**config.mk**
```make
export PLATFORM = sky130hd
export DESIGN_NAME = pst_sqrt_cell
export DESIGN_NICKNAME = d
export VERILOG_FILES = /design/src/hw/rtl/pst_pkg.sv /design/src/hw/rtl/pst_sqrt_cell.sv
export SDC_FILE = /design/constraint.sdc
export NUM_CORES = 1
export LEC_CHECK = 0
export BUFFER_PORTS_ARGS = -buffer_cell sky130_fd_sc_hd__clkbuf_2
export CAP_MARGIN = 20
export CORE_AREA = 2 2 319 321
export DETAILED_ROUTE_END_ITERATION = 16
export DIE_AREA = 0 0 321 323
export HOLD_SLACK_MARGIN = 0.05
export SYNTH_ARGS = -nofsm -noshare
export SYNTH_HDL_FRONTEND = slang
export SYNTH_SLANG_ARGS = --single-unit
```
**constraint.sdc**
```tcl
create_clock -name clk_i -period 0.8 [get_ports clk_i]
set_input_delay 0.04 -clock clk_i [delete_from_list [all_inputs] [get_ports clk_i]]
set_output_delay 0.04 -clock clk_i [all_outputs]
set_load 0.05 [all_outputs]
```
**src/hw/rtl/pst_pkg.sv**
```systemverilog
// Shared types and constants of the pose steering core.
// Used by the square root cell, the divider cell and the top level.
package pst_pkg;

  localparam int unsigned POS_W   = 32;            // position field width
  localparam int unsigned DIFF_W  = POS_W + 1;     // signed difference width
  localparam int unsigned ANG_W   = 16;            // angle field width (full turn)
  localparam int unsigned LEN_W   = 31;            // step_length register width
  localparam int unsigned SANG_W  = 15;            // step_angle register width
  localparam int unsigned SQ_W    = 2 * POS_W + 1; // dx^2 + dy^2
  localparam int unsigned RAD_W   = SQ_W + 1;      // radicand, even width
  localparam int unsigned ROOT_W  = RAD_W / 2;     // root digits, one per cell
  localparam int unsigned REM_W   = ROOT_W + 2;
  localparam int unsigned PROD_W  = POS_W + LEN_W; // |d| * step_length
  localparam int unsigned QUO_W   = POS_W;         // quotient bits, one per cell
  localparam int unsigned DVS_W   = ROOT_W;
  localparam int unsigned LSQ_W   = 2 * LEN_W;
  localparam int unsigned CFG_W   = LEN_W;
  localparam int unsigned IDX_W   = 1;

  localparam logic [IDX_W-1:0] REG_STEP_LENGTH = 1'd0;
  localparam logic [IDX_W-1:0] REG_STEP_ANGLE  = 1'd1;

  localparam logic [LEN_W-1:0]  STEP_LENGTH_RST = 31'd65536;
  localparam logic [SANG_W-1:0] STEP_ANGLE_RST  = 15'd4096;

  // Stage count of the pipeline: front end (3) + root cells + divider cells + output stage.
  localparam int unsigned LATENCY = 3 + ROOT_W + QUO_W + 1;

  typedef struct packed {
    logic signed [POS_W-1:0] near_x;
    logic signed [POS_W-1:0] near_y;
    logic signed [POS_W-1:0] rand_x;
    logic signed [POS_W-1:0] rand_y;
    logic                    neg_x;
    logic                    neg_y;
    logic        [ANG_W-1:0] yaw;
    logic                    bad;
    logic                    limit;
  } item_t;

  typedef struct packed {
    item_t             it;
    logic [PROD_W-1:0] prod_x;
    logic [PROD_W-1:0] prod_y;
  } sq_pay_t;

endpackage

```
**src/hw/rtl/pst_sqrt_cell.sv**
```systemverilog
// One digit cell of the pipelined integer square root.
// Depends on pst_pkg for widths and the payload type.
module pst_sqrt_cell (
  input  logic                        clk_i,
  input  logic                        rst_ni,
  input  logic                        valid_i,
  input  logic [pst_pkg::RAD_W-1:0]   rad_i,
  input  logic [pst_pkg::REM_W-1:0]   rem_i,
  input  logic [pst_pkg::ROOT_W-1:0]  root_i,
  input  pst_pkg::sq_pay_t            pay_i,
  output logic                        valid_o,
  output logic [pst_pkg::RAD_W-1:0]   rad_o,
  output logic [pst_pkg::REM_W-1:0]   rem_o,
  output logic [pst_pkg::ROOT_W-1:0]  root_o,
  output pst_pkg::sq_pay_t            pay_o
);

  logic [pst_pkg::REM_W-1:0]  cur;
  logic [pst_pkg::REM_W-1:0]  trial;
  logic                       ge;
  logic                       valid_q;
  logic [pst_pkg::RAD_W-1:0]  rad_d, rad_q;
  logic [pst_pkg::REM_W-1:0]  rem_d, rem_q;
  logic [pst_pkg::ROOT_W-1:0] root_d, root_q;
  pst_pkg::sq_pay_t           pay_q;

  // Bring down the next two radicand bits and try root*4+1.
  assign cur    = {rem_i[pst_pkg::REM_W-3:0], rad_i[pst_pkg::RAD_W-1 -: 2]};
  assign trial  = {root_i, 2'b01};
  assign ge     = (cur >= trial);
  assign rem_d  = ge ? (cur - trial) : cur;
  assign root_d = {root_i[pst_pkg::ROOT_W-2:0], ge};
  assign rad_d  = {rad_i[pst_pkg::RAD_W-3:0], 2'b00};

  always_ff @(posedge clk_i or negedge rst_ni) begin
    if (!rst_ni) begin
      valid_q <= 1'b0;
    end else begin
      valid_q <= valid_i;
    end
  end

  always_ff @(posedge clk_i) begin
    rad_q  <= rad_d;
    rem_q  <= rem_d;
    root_q <= root_d;
    pay_q  <= pay_i;
  end

  assign valid_o = valid_q;
  assign rad_o   = rad_q;
  assign rem_o   = rem_q;
  assign root_o  = root_q;
  assign pay_o   = pay_q;

endmodule

```
==> results of run 1 <==
kinds of logic after synthesis:
group / Yosys count / share of synthesized area (%)
xor+xnor: 27 / 2.22
fa+ha+maj: 35 / 4.10
simple gates: 125 / 5.78
flops: 407 / 76.4
other cells: 1 / 0.0351
buf+inv: 60 / 2.51
compound gates: 146 / 8.86
mux: 1 / 0.106
through the flow:
stage / area, µm² / setup TNS [ps] / setup slack [ps]
floorplan: 11100 / -37590 / -1140
global placement: 18900 / -71750 / -2250
detailed placement: 18900 / -70930 / -2160
synth_stat cells (all sizes together) (2+ instances only):
cell type	number	area, µm²
a2111oi	2	42.5
a211o	3	26.3
a211oi	2	15.0
a21boi	5	37.5
a21o	16	120
a21oi	54	270
a31oi	4	25.0
and2	4	28.8
and3	5	32.5
and3b	2	17.5
and4	3	27.5
buf	13	87.6
clkbuf	3	15.0
dfxtp	406	8130
ha	35	438
inv	44	165
nand2	36	135
nand2b	4	25.0
nand3	10	50.1
nand4	9	56.3
nor2	33	124
nor3	10	55.1
nor4	3	18.8
nor4b	2	17.5
o211ai	5	42.5
o21a	7	52.6
o21ai	27	139
o21bai	6	45.0
o221ai	2	17.5
o31a	2	17.5
o31ai	4	30.0
xnor2	17	149
xor2	10	87.6
==> results.py, run 1 <==
metrics = {
    "clock_tree": {
        "postCtsSetupBuffers": 13,
        "clockRootBuffer": "clkbuf_16",
        "cts-resized-gates": 1310,
        "cts_hold_buffers": 631,
        "cts_buffers": 48,
        "clock_tree.htree_level_count": 2,
        "clock-sinks": 407,
        "clock_path_buffers": 3,
    },
    "synth": {
        "yosys.cell_types.count": 59,
        "synth-seq-area-share_pct": 76.4,
        "ys_dominant_reg_cell": "dfxtp_1",
        "synth-edff-count": 0,
        "synth_seq_cells": 407,
        "synth_cells": 802,
        "syn_area_per_cell_um2": 13.3,
        "syn_area_um2": 10700,
        "yosysWarnings": 0,
        "async_flop_share_pct": 0.246,
    },
    "die": {
        "num_rows": 117,
        "ioPinCount": 820,
        "initial_utilization_pct": 10.6,
        "die_h_um": 323,
        "die_w_um": 321,
    },
    "run_status": {
        "status": "stopped before the end",
        "haltStage": "4_1_cts",
        "stop_error": "[ERROR RSZ-0060] Max buffer count reached.",
    },
    "place": {
        "io_buffers": 815,
        "place_congestion": 0.921,
        "dp_hpwl_um": 54800,
        "post-place-cells": 3048,
    },
}
==> inputs of run 2 (changes only) <==
- CORE_AREA: 2 2 319 321 -> 2 2 323 325
- DIE_AREA: 0 0 321 323 -> 0 0 325 327
- HOLD_SLACK_MARGIN: 0.05 -> unset
- PLACE_DENSITY_LB_ADDON: unset -> 0.15
==> results.py, run 2 <==
metrics = {
    "run_status": {
        "status": "complete, but fails checks",
        "violations": "hold timing, setup timing",
    },
    "critical_path": {
        "max_stage_delay_ps": 320,
        "critPathRequiredTime_ps": 1330,
        "cp_cell_sequence": "buf_8, inv_4, ha_4, nand4_1, buf_6, nor3_2, o211ai_1, o211ai_4, a21oi_2, o31a_1, buf_6, buf_12, nor4_4, a21o_1",
        "crit_top_cell": "buf_6",
        "crit_path_end_kind": "flip-flop",
        "critPathTopFamily": "compound AO/OA/AOI/OAI gates",
        "worstPathBufferInverterCount": 5,
        "start_kind": "input port",
        "critPathKind": "input port to flip-flop",
        "worst_path_max_delay_cell": "nor4_4",
        "worst-path-max-fanout": 6,
        "cp-startpoint": "root_i[16]",
        "crit_arrival_ps": 2240,
    },
    "synth": {
        "yosys.cell_types.count": 59,
        "yosysTopAreaCell": "dfxtp_1",
        "syn_area_um2": 10700,
        "yosysMostFrequentCell": "dfxtp_1",
        "yosysWarnings": 0,
        "ys_dominant_reg_cell": "dfxtp_1",
        "synth.top_cell.area_share_pct": 76.2,
        "synth_seq_cells": 407,
        "synth_area_leaders": "dfxtp_1, ha_1, a21oi_1, inv_1, xnor2_1",
        "syn_area_per_cell_um2": 13.3,
        "synth-edff-count": 0,
        "synth-seq-area-share_pct": 76.4,
        "synthTopCellsByCount": "dfxtp_1, a21oi_1, inv_1, nand2_1, ha_1",
        "synth_cells": 802,
        "async_flop_share_pct": 0.246,
    },
    "pwr": {
        "ir_drop_v": 0.00196,
        "power_density_nw_per_um2": 2030,
        "power.leakage_nw": 14.2,
    },
    "sta": {
        "fin_ws_ps": -903,
        "clock.fmax_mhz": 587,
        "fin_crit_sh_pct": 213,
        "worst_pin_slew_ps": 582,
        "tns_ps": -168330,
        "period_needed_ps": 1700,
        "slew_headroom_pct": 60.9,
        "rsz0062_at_grt": "yes",
        "drv_slew": 0,
        "finalSetupViolations": 443,
        "hold_slack_ps": -313,
        "final-hold-violation-count": 5,
    },
    "clock_tree": {
        "clock-sinks": 407,
        "cts_tree": "built",
        "clockRootBuffer": "clkbuf_16",
        "clock_tree.htree_level_count": 2,
        "clkTransAtPathRegs_ps": 70,
        "clock_path_buffers": 3,
        "cts_buffers": 51,
    },
    "layout": {
        "area_delta_synth_final_pct": 201,
        "final_common_cell": "dlygate4sd3_1",
        "layout.cells.non_filler": 3711,
        "fillers": 10100,
        "drive_above_1_share_pct": 69.1,
        "largest_reg_flops": 274,
        "fin_nets": 2729,
        "final_cell_mix": "dlygate4sd3_1, dfxtp_2, clkbuf_2, clkbuf_16, buf_8",
    },
    "die": {
        "ioPinCount": 820,
        "die_w_um": 325,
        "die_h_um": 327,
        "initial_utilization_pct": 10.4,
        "fp.dieArea_um2": 106000,
        "core_um2": 103000,
        "num_rows": 118,
    },
    "place": {
        "post-place-cells": 3115,
        "place_congestion": 0.875,
        "dp_worst_setup_slack_ps": -1700,
        "io_buffers": 815,
        "dp_hpwl_um": 52500,
    },
    "drt": {
        "wl_per_cell_um": 19.3,
        "wl_um": 71800,
        "final_antenna_net_count": 0,
        "firstDrtPassIters": 5,
        "viasPerCell": 3.25,
        "vias": 12100,
        "drt_iter0_drc": 279,
        "drc": 0,
    },
    "flow_run": {
        "timing.max_cap.violations": 0,
    },
    "grt": {
        "grt_use_total_pct": 12.9,
        "grt_max_degree": 16,
        "grt_pass1_wl_um": 99300,
        "grt_pass1_vias": 13600,
        "antenna_found_initial": 19,
        "grt_overflow_total": 0,
    },
    "min_path": {
        "min_from": "rem_i[1]",
        "hp-class": "input port to flip-flop",
    },
}
run 2: timing repair:
item,CTS,global route
setup buffers,14,8
endpoints found under the hold margin,407,15
pin swaps,40,34
hold buffers,460,12
resized for setup,1374,275
setup endpoints to repair,443,443
gates cloned,3,1
run 2: report_power, final:
group          internal [mW]  total [mW]  switching (mW)  leakage (nW)
combinational           9.27        18.1            8.81          9.95
sequential              21.9        23.0            1.05          3.44
clock                   14.2        24.3            10.0         0.831
total                   45.4        65.3            19.9          14.2
run 2: layer usage:
metal | vias up | part of all wire (%) | track usage, % | wire [µm]
met2 | 478 | 55 | 24.9 | 39300
met4 | 8 | 3.8 | 4.45 | 2740
met5 | - | 0.065 | 0 | 47
met1 | 5799 | 35 | 13.2 | 25200
met3 | 105 | 6.2 | 3.52 | 4480
li1 | 5678 | - | - | -
run 2: final timing paths:
check                             to  cells past startpoint
max                        rem_o[32]                     14
min                         rem_o[3]                      3
max in group asynchronous    valid_o                      3
min in group asynchronous    valid_o                      3
run 2: area by class of cell:
class | count | area, µm² | area share [%]
clock buffers | 62 | 1370 | 4.25
clock inverters | 27 | 377 | 1.17
flip-flops and latches | 407 | 8690 | 27.0
repair buffers | 1443 | 16700 | 51.9
multi-input cells | 336 | 3030 | 9.42
well taps | 1380 | 1730 | 5.37
diodes | 12 | 30.0 | 0.0934
inverters | 44 | 228 | 0.708
run 2: through the flow:
stage          instance area (µm²)  power [mW]  utilization (%)
2_1_floorplan                11100        29.2                -
3_3_place_gp                 18700        34.5             18.2
3_5_place_dp                 18700        34.4             18.2
4_1_cts                      31400        65.6             30.5
5_1_grt                      32100        68.0             31.2
6_report                     32200        65.3             31.2
run 2: cell families (layout without fill, tap and decap cells):
family	count (synthesis)	in the layout	share of synthesized area, %
flip-flops	407	407	76.4
buffers and inverters	60	1576	2.51
AO/OA/AOI/OAI	146	146	8.86
other	1	14	0.0351
multiplexers	1	1	0.106
AND/OR/NAND/NOR	125	125	5.78
XOR/XNOR	27	27	2.22
adder cells (fa/ha/maj)	35	35	4.10
No activity file was read; power rests on OpenSTA's default activity.
