[src/hw/rtl/pst_pkg.sv]
// Shared types and constants of the pose steering core.
// Used by the square root cell, the divider cell and the top level.
package pst_pkg;

  localparam int unsigned POS_W   = 32;            // position field width
  localparam int unsigned DIFF_W  = POS_W + 1;     // signed difference width
  localparam int unsigned ANG_W   = 16;            // angle field width (full turn)
  localparam int unsigned LEN_W   = 31;            // step_length register width
  localparam int unsigned SANG_W  = 15;            // step_angle register width
  localparam int unsigned SQ_W    = 2 * POS_W + 1; // dx^2 + dy^2
  localparam int unsigned RAD_W   = SQ_W + 1;      // radicand, even width
  localparam int unsigned ROOT_W  = RAD_W / 2;     // root digits, one per cell
  localparam int unsigned REM_W   = ROOT_W + 2;
  localparam int unsigned PROD_W  = POS_W + LEN_W; // |d| * step_length
  localparam int unsigned QUO_W   = POS_W;         // quotient bits, one per cell
  localparam int unsigned DVS_W   = ROOT_W;
  localparam int unsigned LSQ_W   = 2 * LEN_W;
  localparam int unsigned CFG_W   = LEN_W;
  localparam int unsigned IDX_W   = 1;

  localparam logic [IDX_W-1:0] REG_STEP_LENGTH = 1'd0;
  localparam logic [IDX_W-1:0] REG_STEP_ANGLE  = 1'd1;

  localparam logic [LEN_W-1:0]  STEP_LENGTH_RST = 31'd65536;
  localparam logic [SANG_W-1:0] STEP_ANGLE_RST  = 15'd4096;

  // Stage count of the pipeline: front end (3) + root cells + divider cells + output stage.
  localparam int unsigned LATENCY = 3 + ROOT_W + QUO_W + 1;

  typedef struct packed {
    logic signed [POS_W-1:0] near_x;
    logic signed [POS_W-1:0] near_y;
    logic signed [POS_W-1:0] rand_x;
    logic signed [POS_W-1:0] rand_y;
    logic                    neg_x;
    logic                    neg_y;
    logic        [ANG_W-1:0] yaw;
    logic                    bad;
    logic                    limit;
  } item_t;

  typedef struct packed {
    item_t             it;
    logic [PROD_W-1:0] prod_x;
    logic [PROD_W-1:0] prod_y;
  } sq_pay_t;

endpackage

[src/hw/rtl/pst_div_cell.sv]
// One quotient-bit cell of the pipelined restoring divider, x and y lanes.
// Depends on pst_pkg for widths and the payload type.
module pst_div_cell (
  input  logic                       clk_i,
  input  logic                       rst_ni,
  input  logic                       valid_i,
  input  logic [pst_pkg::DVS_W-1:0]  dvs_i,
  input  logic [pst_pkg::DVS_W-1:0]  rx_i,
  input  logic [pst_pkg::QUO_W-1:0]  lx_i,
  input  logic [pst_pkg::QUO_W-1:0]  qx_i,
  input  logic [pst_pkg::DVS_W-1:0]  ry_i,
  input  logic [pst_pkg::QUO_W-1:0]  ly_i,
  input  logic [pst_pkg::QUO_W-1:0]  qy_i,
  input  pst_pkg::item_t             pay_i,
  output logic                       valid_o,
  output logic [pst_pkg::DVS_W-1:0]  dvs_o,
  output logic [pst_pkg::DVS_W-1:0]  rx_o,
  output logic [pst_pkg::QUO_W-1:0]  lx_o,
  output logic [pst_pkg::QUO_W-1:0]  qx_o,
  output logic [pst_pkg::DVS_W-1:0]  ry_o,
  output logic [pst_pkg::QUO_W-1:0]  ly_o,
  output logic [pst_pkg::QUO_W-1:0]  qy_o,
  output pst_pkg::item_t             pay_o
);

  logic [pst_pkg::DVS_W:0]   tx, ty;
  logic                      gx, gy;
  logic                      valid_q;
  logic [pst_pkg::DVS_W-1:0] dvs_q;
  logic [pst_pkg::DVS_W-1:0] rx_d, rx_q, ry_d, ry_q;
  logic [pst_pkg::QUO_W-1:0] lx_q, ly_q, qx_q, qy_q;
  pst_pkg::item_t            pay_q;

  // Shift in the next dividend bit, subtract the divisor if it fits.
  assign tx   = {rx_i, lx_i[pst_pkg::QUO_W-1]};
  assign ty   = {ry_i, ly_i[pst_pkg::QUO_W-1]};
  assign gx   = (tx >= {1'b0, dvs_i});
  assign gy   = (ty >= {1'b0, dvs_i});
  assign rx_d = gx ? pst_pkg::DVS_W'(tx - {1'b0, dvs_i}) : pst_pkg::DVS_W'(tx);
  assign ry_d = gy ? pst_pkg::DVS_W'(ty - {1'b0, dvs_i}) : pst_pkg::DVS_W'(ty);

  always_ff @(posedge clk_i or negedge rst_ni) begin
    if (!rst_ni) begin
      valid_q <= 1'b0;
    end else begin
      valid_q <= valid_i;
    end
  end

  always_ff @(posedge clk_i) begin
    dvs_q <= dvs_i;
    rx_q  <= rx_d;
    ry_q  <= ry_d;
    lx_q  <= {lx_i[pst_pkg::QUO_W-2:0], 1'b0};
    ly_q  <= {ly_i[pst_pkg::QUO_W-2:0], 1'b0};
    qx_q  <= {qx_i[pst_pkg::QUO_W-2:0], gx};
    qy_q  <= {qy_i[pst_pkg::QUO_W-2:0], gy};
    pay_q <= pay_i;
  end

  assign valid_o = valid_q;
  assign dvs_o   = dvs_q;
  assign rx_o    = rx_q;
  assign ry_o    = ry_q;
  assign lx_o    = lx_q;
  assign ly_o    = ly_q;
  assign qx_o    = qx_q;
  assign qy_o    = qy_q;
  assign pay_o   = pay_q;

endmodule

[config.mk]
export PLATFORM = sky130hd
export DESIGN_NAME = pst_div_cell
export DESIGN_NICKNAME = d
export VERILOG_FILES = /design/src/hw/rtl/pst_pkg.sv /design/src/hw/rtl/pst_div_cell.sv
export SDC_FILE = /design/constraint.sdc
export NUM_CORES = 1
export LEC_CHECK = 0
export BUFFER_PORTS_ARGS = -buffer_cell sky130_fd_sc_hd__buf_4
export CAP_MARGIN = 20
export CORE_AREA = 2 2 290 292
export CTS_CLUSTER_SIZE = 25
export DETAILED_ROUTE_END_ITERATION = 8
export DIE_AREA = 0 0 292 294
export PLACE_DENSITY = 0.45
export SYNTH_ARGS = -nofsm -noshare
export SYNTH_HDL_FRONTEND = slang
export SYNTH_SLANG_ARGS = --single-unit
[constraint.sdc]
create_clock -name clk_i -period 0.8 [get_ports clk_i]
set_input_delay 0.04 -clock clk_i [delete_from_list [all_inputs] [get_ports clk_i]]
set_output_delay 0.04 -clock clk_i [all_outputs]
set_load 0.01 [all_outputs]
==> impl_metrics.ini, run 1 <==
[global_route]
antenna_found_initial = 22
grt_overflow_total = 0
first_global_vias = 14946
grtUsageTotal = 0.170
grt_pass1_wl_mm = 106
grt_max_degree = 28

[synthesis]
synth.most_common_cell = dfxtp_1
synth_simple_gate_area_frac = 0.0729
yosys_warnings = 0
syn_area_per_cell_um2 = 11.8
yosysTopAreaCell = dfxtp_1
synth_mux_area_frac = 0.0519
yosys.area_share.adder = 0.0712
ys_top_cells_by_count = dfxtp_1 (373), ha_1 (66), inv_1 (58), a21oi_1 (57), nor2_1 (48)
synth_area_um2 = 12200
syn_inst = 1027
synth_area_leaders = dfxtp_1 (61%), ha_1 (6.8%), a21oi_1 (2.3%)
synth_top_family_by_area = compound AO/OA/AOI/OAI gates
yosys_register_bits = 374
synth_ff_type = dfxtp_1
async_flop_share = 0.00267
synth_top_area_share = 0.614
synth.distinct_cells = 72
synth_compound_area_frac = 0.125
seq_area_frac_synth = 0.616
synth-xor-area-share = 0.0338
synth_edf_count = 0

[route]
routed_wl_mm = 76.5
via_count = 13665
drc = 0
ant_nets = 0
first_pass_iters = 4
avgRoutedWirePerCell_um = 21.4
drt_iter0_drc = 476
vias_per_cell = 3.81

[placement]
port_buffers = 749
gp_congestion = 0.861
place_inst = 3102
dp_hpwl_mm = 59.7

[sta]
fin_crit_sh = 3.25
hold_slack_ns = -0.327
final.min_clock_period_ns = 2.60
layout_setup_ws_ns = -1.80
rsz0062_at_grt = true
setup_violations = 442
worst_slew_pin_slew_ns = 0.906
max_freq_mhz = 385
slew_headroom = 0.380
slew_violations = 0
fin_tns_setup_ns = -200.22
hold_viol = 4

[clocking]
cts_tree = done
clk_pin_slew_ns = 0.06
cts-root-buf = clkbuf_16
cts_hold_buf = 373
numCtsBuffers = 47
cts.sinks = 374
htree_levels = 2
clk_path_buf_depth = 3

[finish]
layout-drive-gt1-share = 0.635
final_cells = 3584
fin_nets = 2907
area_delta_synth_final_pct = 138
fillers = 8223

[power_and_ir_drop]
intPower_uw = 41700
p_leak_uw = 0.0134
switching_share = 0.279
p_seq_frac = 0.371
power.total_uw = 57800
ir_worst_vdd_v = 0.00136
switching_power_uw = 16100
power.density_nw_per_um2 = 1990
clkPwrFrac = 0.372
combPwrFrac = 0.257

[run_status]
violations = hold timing, setup timing
status = finished with violations

[setup_path]
worstPathArrival_ns = 3.06
crit_fanout = 27
end_kind = flop
crit_type = in2reg
worstSetupStartpointType = input port
cp_data_required_time_ns = 1.26

[hold_path]
hold_path_class = in2reg

[floorplan]
die_x_um = 292
initial_core_util = 0.147
die-area_um2 = 85800
io_pins = 754
core-area_um2 = 82900
fp-row-count = 106
die_h_um = 294

[flow_run]
maxCapViolCount = 0
-- layer usage --
layer / track usage / vias up / part of all wire
li1: - / 6483 / -
met1: 0.184 / 6478 / 0.38
met2: 0.295 / 557 / 0.49
met3: 0.0575 / 137 / 0.075
met4: 0.0860 / 10 / 0.053
met5: 0 / - / 0.00078
-- through the flow --
stage,area [um^2],util,setup slack (ns)
2_1_floorplan,12400,-,-2.25
3_3_place_gp,21200,0.256,-2.63
3_5_place_dp,21200,0.256,-2.72
4_1_cts,28800,0.347,-1.81
5_1_grt,29000,0.350,-1.87
6_report,29000,0.350,-1.80
-- power groups by stage --
stage	Clock [uW]	Combinational (uW)	Sequential, uW
after CTS	22100	14800	21400
after floorplan	0	3610	21800
after global routing	22900	15800	21600
after global placement	0	11700	21200
final	21500	14900	21400
after detailed placement	0	11700	21200
-- final timing paths --
path | from | endpoint | slack [ns] | depth (start not counted)
max | ly_i[31] | ry_o[8] | -1.80 | 14
min | dvs_i[0] | dvs_o[0] | -0.33 | 2
max in group asynchronous | rst_ni | valid_o | 0.40 | 3
min in group asynchronous | rst_ni | valid_o | 0.30 | 3
-- state kept, by name, indices dropped and copies added (netlist names) --
register	flops
ly_o	31
dvs_o	33
qy_o	32
rx_o	33
lx_o	31
qx_o	32
pay_o	148
ry_o	33
valid_o	1
-- logic make-up after synthesis --
kind of cell,Yosys count
buffers and inverters,85
XOR/XNOR,47
multiplexers,50
AO/OA/AOI/OAI,223
AND/OR/NAND/NOR,179
other,1
adder cells (fa/ha/maj),68
flip-flops,374
-- layout make-up --
type / instances / area (um^2) / area share
clock inverter: 21 / 211 / 0.00729
sequential: 374 / 7960 / 0.274
inverter: 60 / 275 / 0.00949
timing repair buffer: 1407 / 13100 / 0.451
clock buffer: 61 / 1320 / 0.0454
timing repair inverter: 2 / 32.5 / 0.00112
multi-input combinational: 569 / 4770 / 0.164
antenna: 10 / 25.0 / 0.000862
tap: 1080 / 1350 / 0.0466
-- layout by cell type (no fill, tap or decap), types with 9 or more instances in the layout --
cell           instances
dfxtp_2              356
xnor2_1               32
nand4_1               13
dlygate4sd3_1        373
o21a_1                12
ha_1                  59
xor2_1                15
o211ai_1              10
o21ai_0               30
mux2_4                35
buf_4                639
dfxtp_1               12
buf_6                376
clkbuf_16             47
buf_8                 14
a21o_1                37
nor3_1                15
inv_1                 52
diode_2               10
nand3_1               16
a21oi_1               51
and3_1                 9
nor2_1                47
clkbuf_8               9
nand2_1               40
-- worst max-delay path, cell delays in order --
cell and delay (ns):
buf_8 0.11, inv_12 0.04, ha_4 0.15, inv_2 0.04, fa_2 0.36, a21o_1 0.21
a221oi_4 0.32, o221ai_2 0.15, a2111o_1 0.48, a211oi_4 0.31, o31a_4 0.17, o21a_4 0.18
inv_12 0.10, mux2_1 0.34
-- what timing repair did --
item,CTS,global route
pin swaps,25,14
endpoints found under the hold margin,373,4
gates cloned,2,0
buffers inserted,16,5
resized for setup,760,82
setup endpoints to repair,442,442
(Power assumes the default switching activity.)
==> run 2: changes to the inputs <==
--- a/config.mk
+++ b/config.mk
@@ -7,11 +7,14 @@
 export LEC_CHECK = 0
 export BUFFER_PORTS_ARGS = -buffer_cell sky130_fd_sc_hd__buf_4
 export CAP_MARGIN = 20
-export CORE_AREA = 2 2 290 292
+export CELL_PAD_IN_SITES_DETAIL_PLACEMENT = 1
+export CELL_PAD_IN_SITES_GLOBAL_PLACEMENT = 1
+export CORE_AREA = 2 2 294 296
 export CTS_CLUSTER_SIZE = 25
 export DETAILED_ROUTE_END_ITERATION = 8
-export DIE_AREA = 0 0 292 294
-export PLACE_DENSITY = 0.45
+export DIE_AREA = 0 0 296 298
+export PLACE_DENSITY = 0.53
+export RECOVER_POWER = 25
 export SYNTH_ARGS = -nofsm -noshare
 export SYNTH_HDL_FRONTEND = slang
 export SYNTH_SLANG_ARGS = --single-unit
==> impl_metrics.ini, run 2 (synthesis gave the netlist of run 1 again) <==
[run_status]
status = finished with violations
violations = hold timing, setup timing

[floorplan]
initial_core_util = 0.143
core-area_um2 = 84900
die-area_um2 = 88200
fp-row-count = 107
die_h_um = 298
die_x_um = 296
io_pins = 754

[placement]
gp_congestion = 0.899
port_buffers = 749
dp_hpwl_mm = 64.2
place_inst = 3178

[power_and_ir_drop]
ir_worst_vdd_v = 0.00139
p_seq_frac = 0.357
power.density_nw_per_um2 = 2040
clkPwrFrac = 0.390
switching_power_uw = 16800
switching_share = 0.277
combPwrFrac = 0.253
intPower_uw = 43600
p_leak_uw = 0.0135

[setup_path]
cp_data_required_time_ns = 1.25
end_kind = flop
worstSetupStartpointType = input port
worstPathArrival_ns = 3.10
worst_path_max_delay_cell = a2111o_1
crit_fanout = 27
critPathMaxStageDelay_ns = 0.48
path_cells = buf_8, inv_12, ha_4, inv_2, fa_2, a21o_1, a221oi_2, buf_4, o221ai_4, a2111o_1, a211oi_2, o31a_4, o21a_4, inv_16, mux2_1
crit_type = in2reg

[global_route]
grtUsageTotal = 0.185
grt_overflow_total = 0
grt_max_degree = 28
first_global_vias = 15985
grt_pass1_wl_mm = 116
antenna_found_initial = 22

[sta]
worst_slew_pin_slew_ns = 0.682
layout_setup_ws_ns = -1.85
fin_crit_sh = 3.31
final.min_clock_period_ns = 2.65
hold_viol = 6
slew_violations = 0
setup_violations = 442
max_freq_mhz = 378
hold_slack_ns = -0.363
rsz0062_at_grt = true
slew_headroom = 0.533

[finish]
fin_util = 0.349
largest_reg_flops = 148
layout-drive-gt1-share = 0.644
fin_nets = 2928
final_cells = 3670
layout_commonest_cell = buf_4
area_delta_synth_final_pct = 143
final_cell_mix = buf_4 (583), buf_6 (375), dlygate4sd3_1 (370)

[clocking]
cts_tree = done
htree_levels = 2
clk_path_buf_depth = 3
cts.sinks = 374
clk_pin_slew_ns = 0.06
numCtsBuffers = 47
cts-root-buf = clkbuf_16

[route]
via_count = 13926
routed_wl_mm = 85.0
vias_per_cell = 3.79
avgRoutedWirePerCell_um = 23.2
drc = 0
drt_iter0_drc = 497
first_pass_iters = 4
ant_nets = 0

[hold_path]
hold_path_class = in2reg

[flow_run]
maxCapViolCount = 0
[run 2: power groups by stage]
stage	logic (uW)	clock network, uW	registers, uW
after floorplan	3610	0	21800
after global placement	11800	0	21300
after detailed placement	11900	0	21300
after CTS	15100	24100	21500
after global routing	16200	25100	21700
final	15300	23500	21600
[run 2: final cells by class]
cell class | count | area (um^2)
flip-flops and latches | 374 | 7990
diodes | 8 | 20.0
inverters | 60 | 280
clock buffers | 63 | 1340
well taps | 1144 | 1430
fillers | 9392 | 55300
repair buffers | 1430 | 13300
clock inverters | 22 | 355
multi-input cells | 569 | 4940
[run 2: per-stage QoR]
step	TNS (ns)	instance area (um^2)	setup WS [ns]	power, uW
2_1_floorplan	-132.62	12400	-2.25	25400
3_3_place_gp	-153.64	21400	-2.52	33100
3_5_place_dp	-154.88	21400	-2.56	33100
4_1_cts	-222.66	29200	-1.74	60700
5_1_grt	-232.81	29600	-1.89	63000
6_report	-210.64	29600	-1.85	60400
[run 2: worst paths after layout]
| path | slack (ns) | cells after the start | from | endpoint |
|---|---|---|---|---|
| hold / removal | -0.36 | 1 | dvs_i[1] | dvs_o[1] |
| max in group asynchronous | 0.39 | 3 | rst_ni | valid_o |
| setup / recovery | -1.85 | 15 | ly_i[31] | ry_o[5] |
| min in group asynchronous | 0.31 | 3 | rst_ni | valid_o |
[run 2: repair_timing]
action                                  CTS  global route
gates resized for setup                 785           118
buffers inserted                         27            12
endpoints found under the hold margin   372             8
gates cloned                              1             0
pin swaps                                25            27
hold buffers                            370             1
endpoints found under the setup margin  442           442
[run 2: per-layer routing]
layer  vias up  track usage  wire (um)
met5         -            0         74
met4        10        0.111       5670
met3       151       0.0460       5800
met2       524        0.335      43200
met1      6720        0.191      30300
li1       6521            -          -
[run 2: worst max-delay path, delay by kind of cell]
| family | cells | cell delay [ns] |
|---|---|---|
| AO/OA/AOI/OAI | 7 | 1.70 |
| adder cells (fa/ha/maj) | 2 | 0.49 |
| buffers and inverters | 5 | 0.48 |
| multiplexers | 1 | 0.34 |
==> run 3: changes to the inputs <==
--- a/config.mk
+++ b/config.mk
@@ -13,7 +13,7 @@
 export CTS_CLUSTER_SIZE = 25
 export DETAILED_ROUTE_END_ITERATION = 8
 export DIE_AREA = 0 0 296 298
-export PLACE_DENSITY = 0.53
+export PLACE_DENSITY_LB_ADDON = 0.15
 export RECOVER_POWER = 25
 export SYNTH_ARGS = -nofsm -noshare
 export SYNTH_HDL_FRONTEND = slang
==> impl_metrics.ini, run 3 (synthesis gave the netlist of run 1 again) <==
[sta]
fin_crit_sh = 3.14
slew_violations = 0
setup_violations = 442
hold_slack_ns = -0.0905
layout_setup_ws_ns = -1.71
final.min_clock_period_ns = 2.51
hold_viol = 3
rsz0062_at_grt = true
max_freq_mhz = 398
worst_slew_pin_slew_ns = 0.760
fin_tns_setup_ns = -203.01
slew_headroom = 0.480

[finish]
largest_reg_flops = 148
layout_commonest_cell = buf_4
final_cells = 3684
fin_nets = 2940
area_delta_synth_final_pct = 143
final_cell_mix = buf_4 (587), buf_6 (386), dlygate4sd3_1 (376)
layout-drive-gt1-share = 0.641

[placement]
place_inst = 3176
gp_congestion = 0.788
port_buffers = 749
dp_slack_ns = -2.60
dp_hpwl_mm = 60.9

[flow_run]
maxCapViolCount = 0

[setup_path]
cp_data_required_time_ns = 1.28
worstSetupStartpointType = input port
worstPathArrival_ns = 2.99
crit_fanout = 3
end_kind = flop
crit_top_cell = buf_12
cp_num_buf_inv = 6
crit_type = in2reg
critical-path-top-delay-family = compound AO/OA/AOI/OAI gates
critPathMaxStageDelay_ns = 0.43
path_depth = 16
path_cells = buf_12, inv_12, ha_4, inv_2, fa_2, a21o_1, a221oi_2, buf_4, o221ai_4, a2111o_1, a211oi_2, o31a_4, o21a_4, buf_12, buf_8, mux2_4
worst_path_max_delay_cell = a2111o_1

[global_route]
first_global_vias = 15696
grtUsageTotal = 0.173
grt_pass1_wl_mm = 110
grt_max_degree = 14
grt_overflow_total = 0
antenna_found_initial = 17

[floorplan]
core-area_um2 = 84900
die_x_um = 296
die_h_um = 298
initial_core_util = 0.143
die-area_um2 = 88200
io_pins = 754
fp-row-count = 107

[route]
avgRoutedWirePerCell_um = 21.4
routed_wl_mm = 78.7
vias_per_cell = 3.73
drt_iter0_drc = 338
drc = 0
ant_nets = 0
first_pass_iters = 4
via_count = 13753

[power_and_ir_drop]
power.density_nw_per_um2 = 2020
p_leak_uw = 0.0136
ir_worst_vdd_v = 0.00128

[clocking]
clk_pin_slew_ns = 0.06
numCtsBuffers = 48
cts-root-buf = clkbuf_16
htree_levels = 2
cts_tree = done
clk_path_buf_depth = 3
cts.sinks = 374

[hold_path]
hold_path_class = in2reg
whs_path_depth = 3

[run_status]
violations = hold timing, setup timing
status = finished with violations
==> run 3: where the power goes <==
group,switching (uW),internal (uW)
sequential,947,20500
combinational,6030,8950
clock,9040,14200
==> run 3: area by class of cell <==
type,count,area [um^2]
flip-flops and latches,374,7980
repair inverters,2,31.3
clock inverters,20,324
repair buffers,1439,13300
inverters,60,275
multi-input cells,569,4810
clock buffers,67,1360
fillers,9404,55300
well taps,1144,1430
diodes,9,22.5
==> run 3: stage by stage <==
step	utilization	cell area, um^2	power (uW)
detailed placement	0.252	21400	33000
global placement	0.252	21400	32900
floorplan	-	12400	25400
finish	0.348	29600	59700
global route	0.348	29600	62600
CTS	0.344	29200	60400
==> run 3: what timing repair did <==
action                                  in CTS  in global routing
endpoints found under the setup margin     442                442
pin swaps                                   25                 18
hold buffers                               375                  1
cloned                                       3                  0
endpoints found under the hold margin      373                  4
setup buffers                               26                 11
resized for setup                          774                 91
==> run 3: worst paths after layout <==
| check | start | endpoint |
|---|---|---|
| worst max-delay path | ly_i[31] | ry_o[1] |
| worst min-delay path | rx_i[0] | rx_o[1] |
| max in group asynchronous | rst_ni | valid_o |
| min in group asynchronous | rst_ni | valid_o |
==> run 3: routing by layer <==
layer	vias up	global-route usage	wire, um
li1	6552	-	-
met1	6602	0.175	28000
met2	471	0.335	42800
met3	122	0.0375	4670
met4	6	0.0706	3250
met5	-	0	41
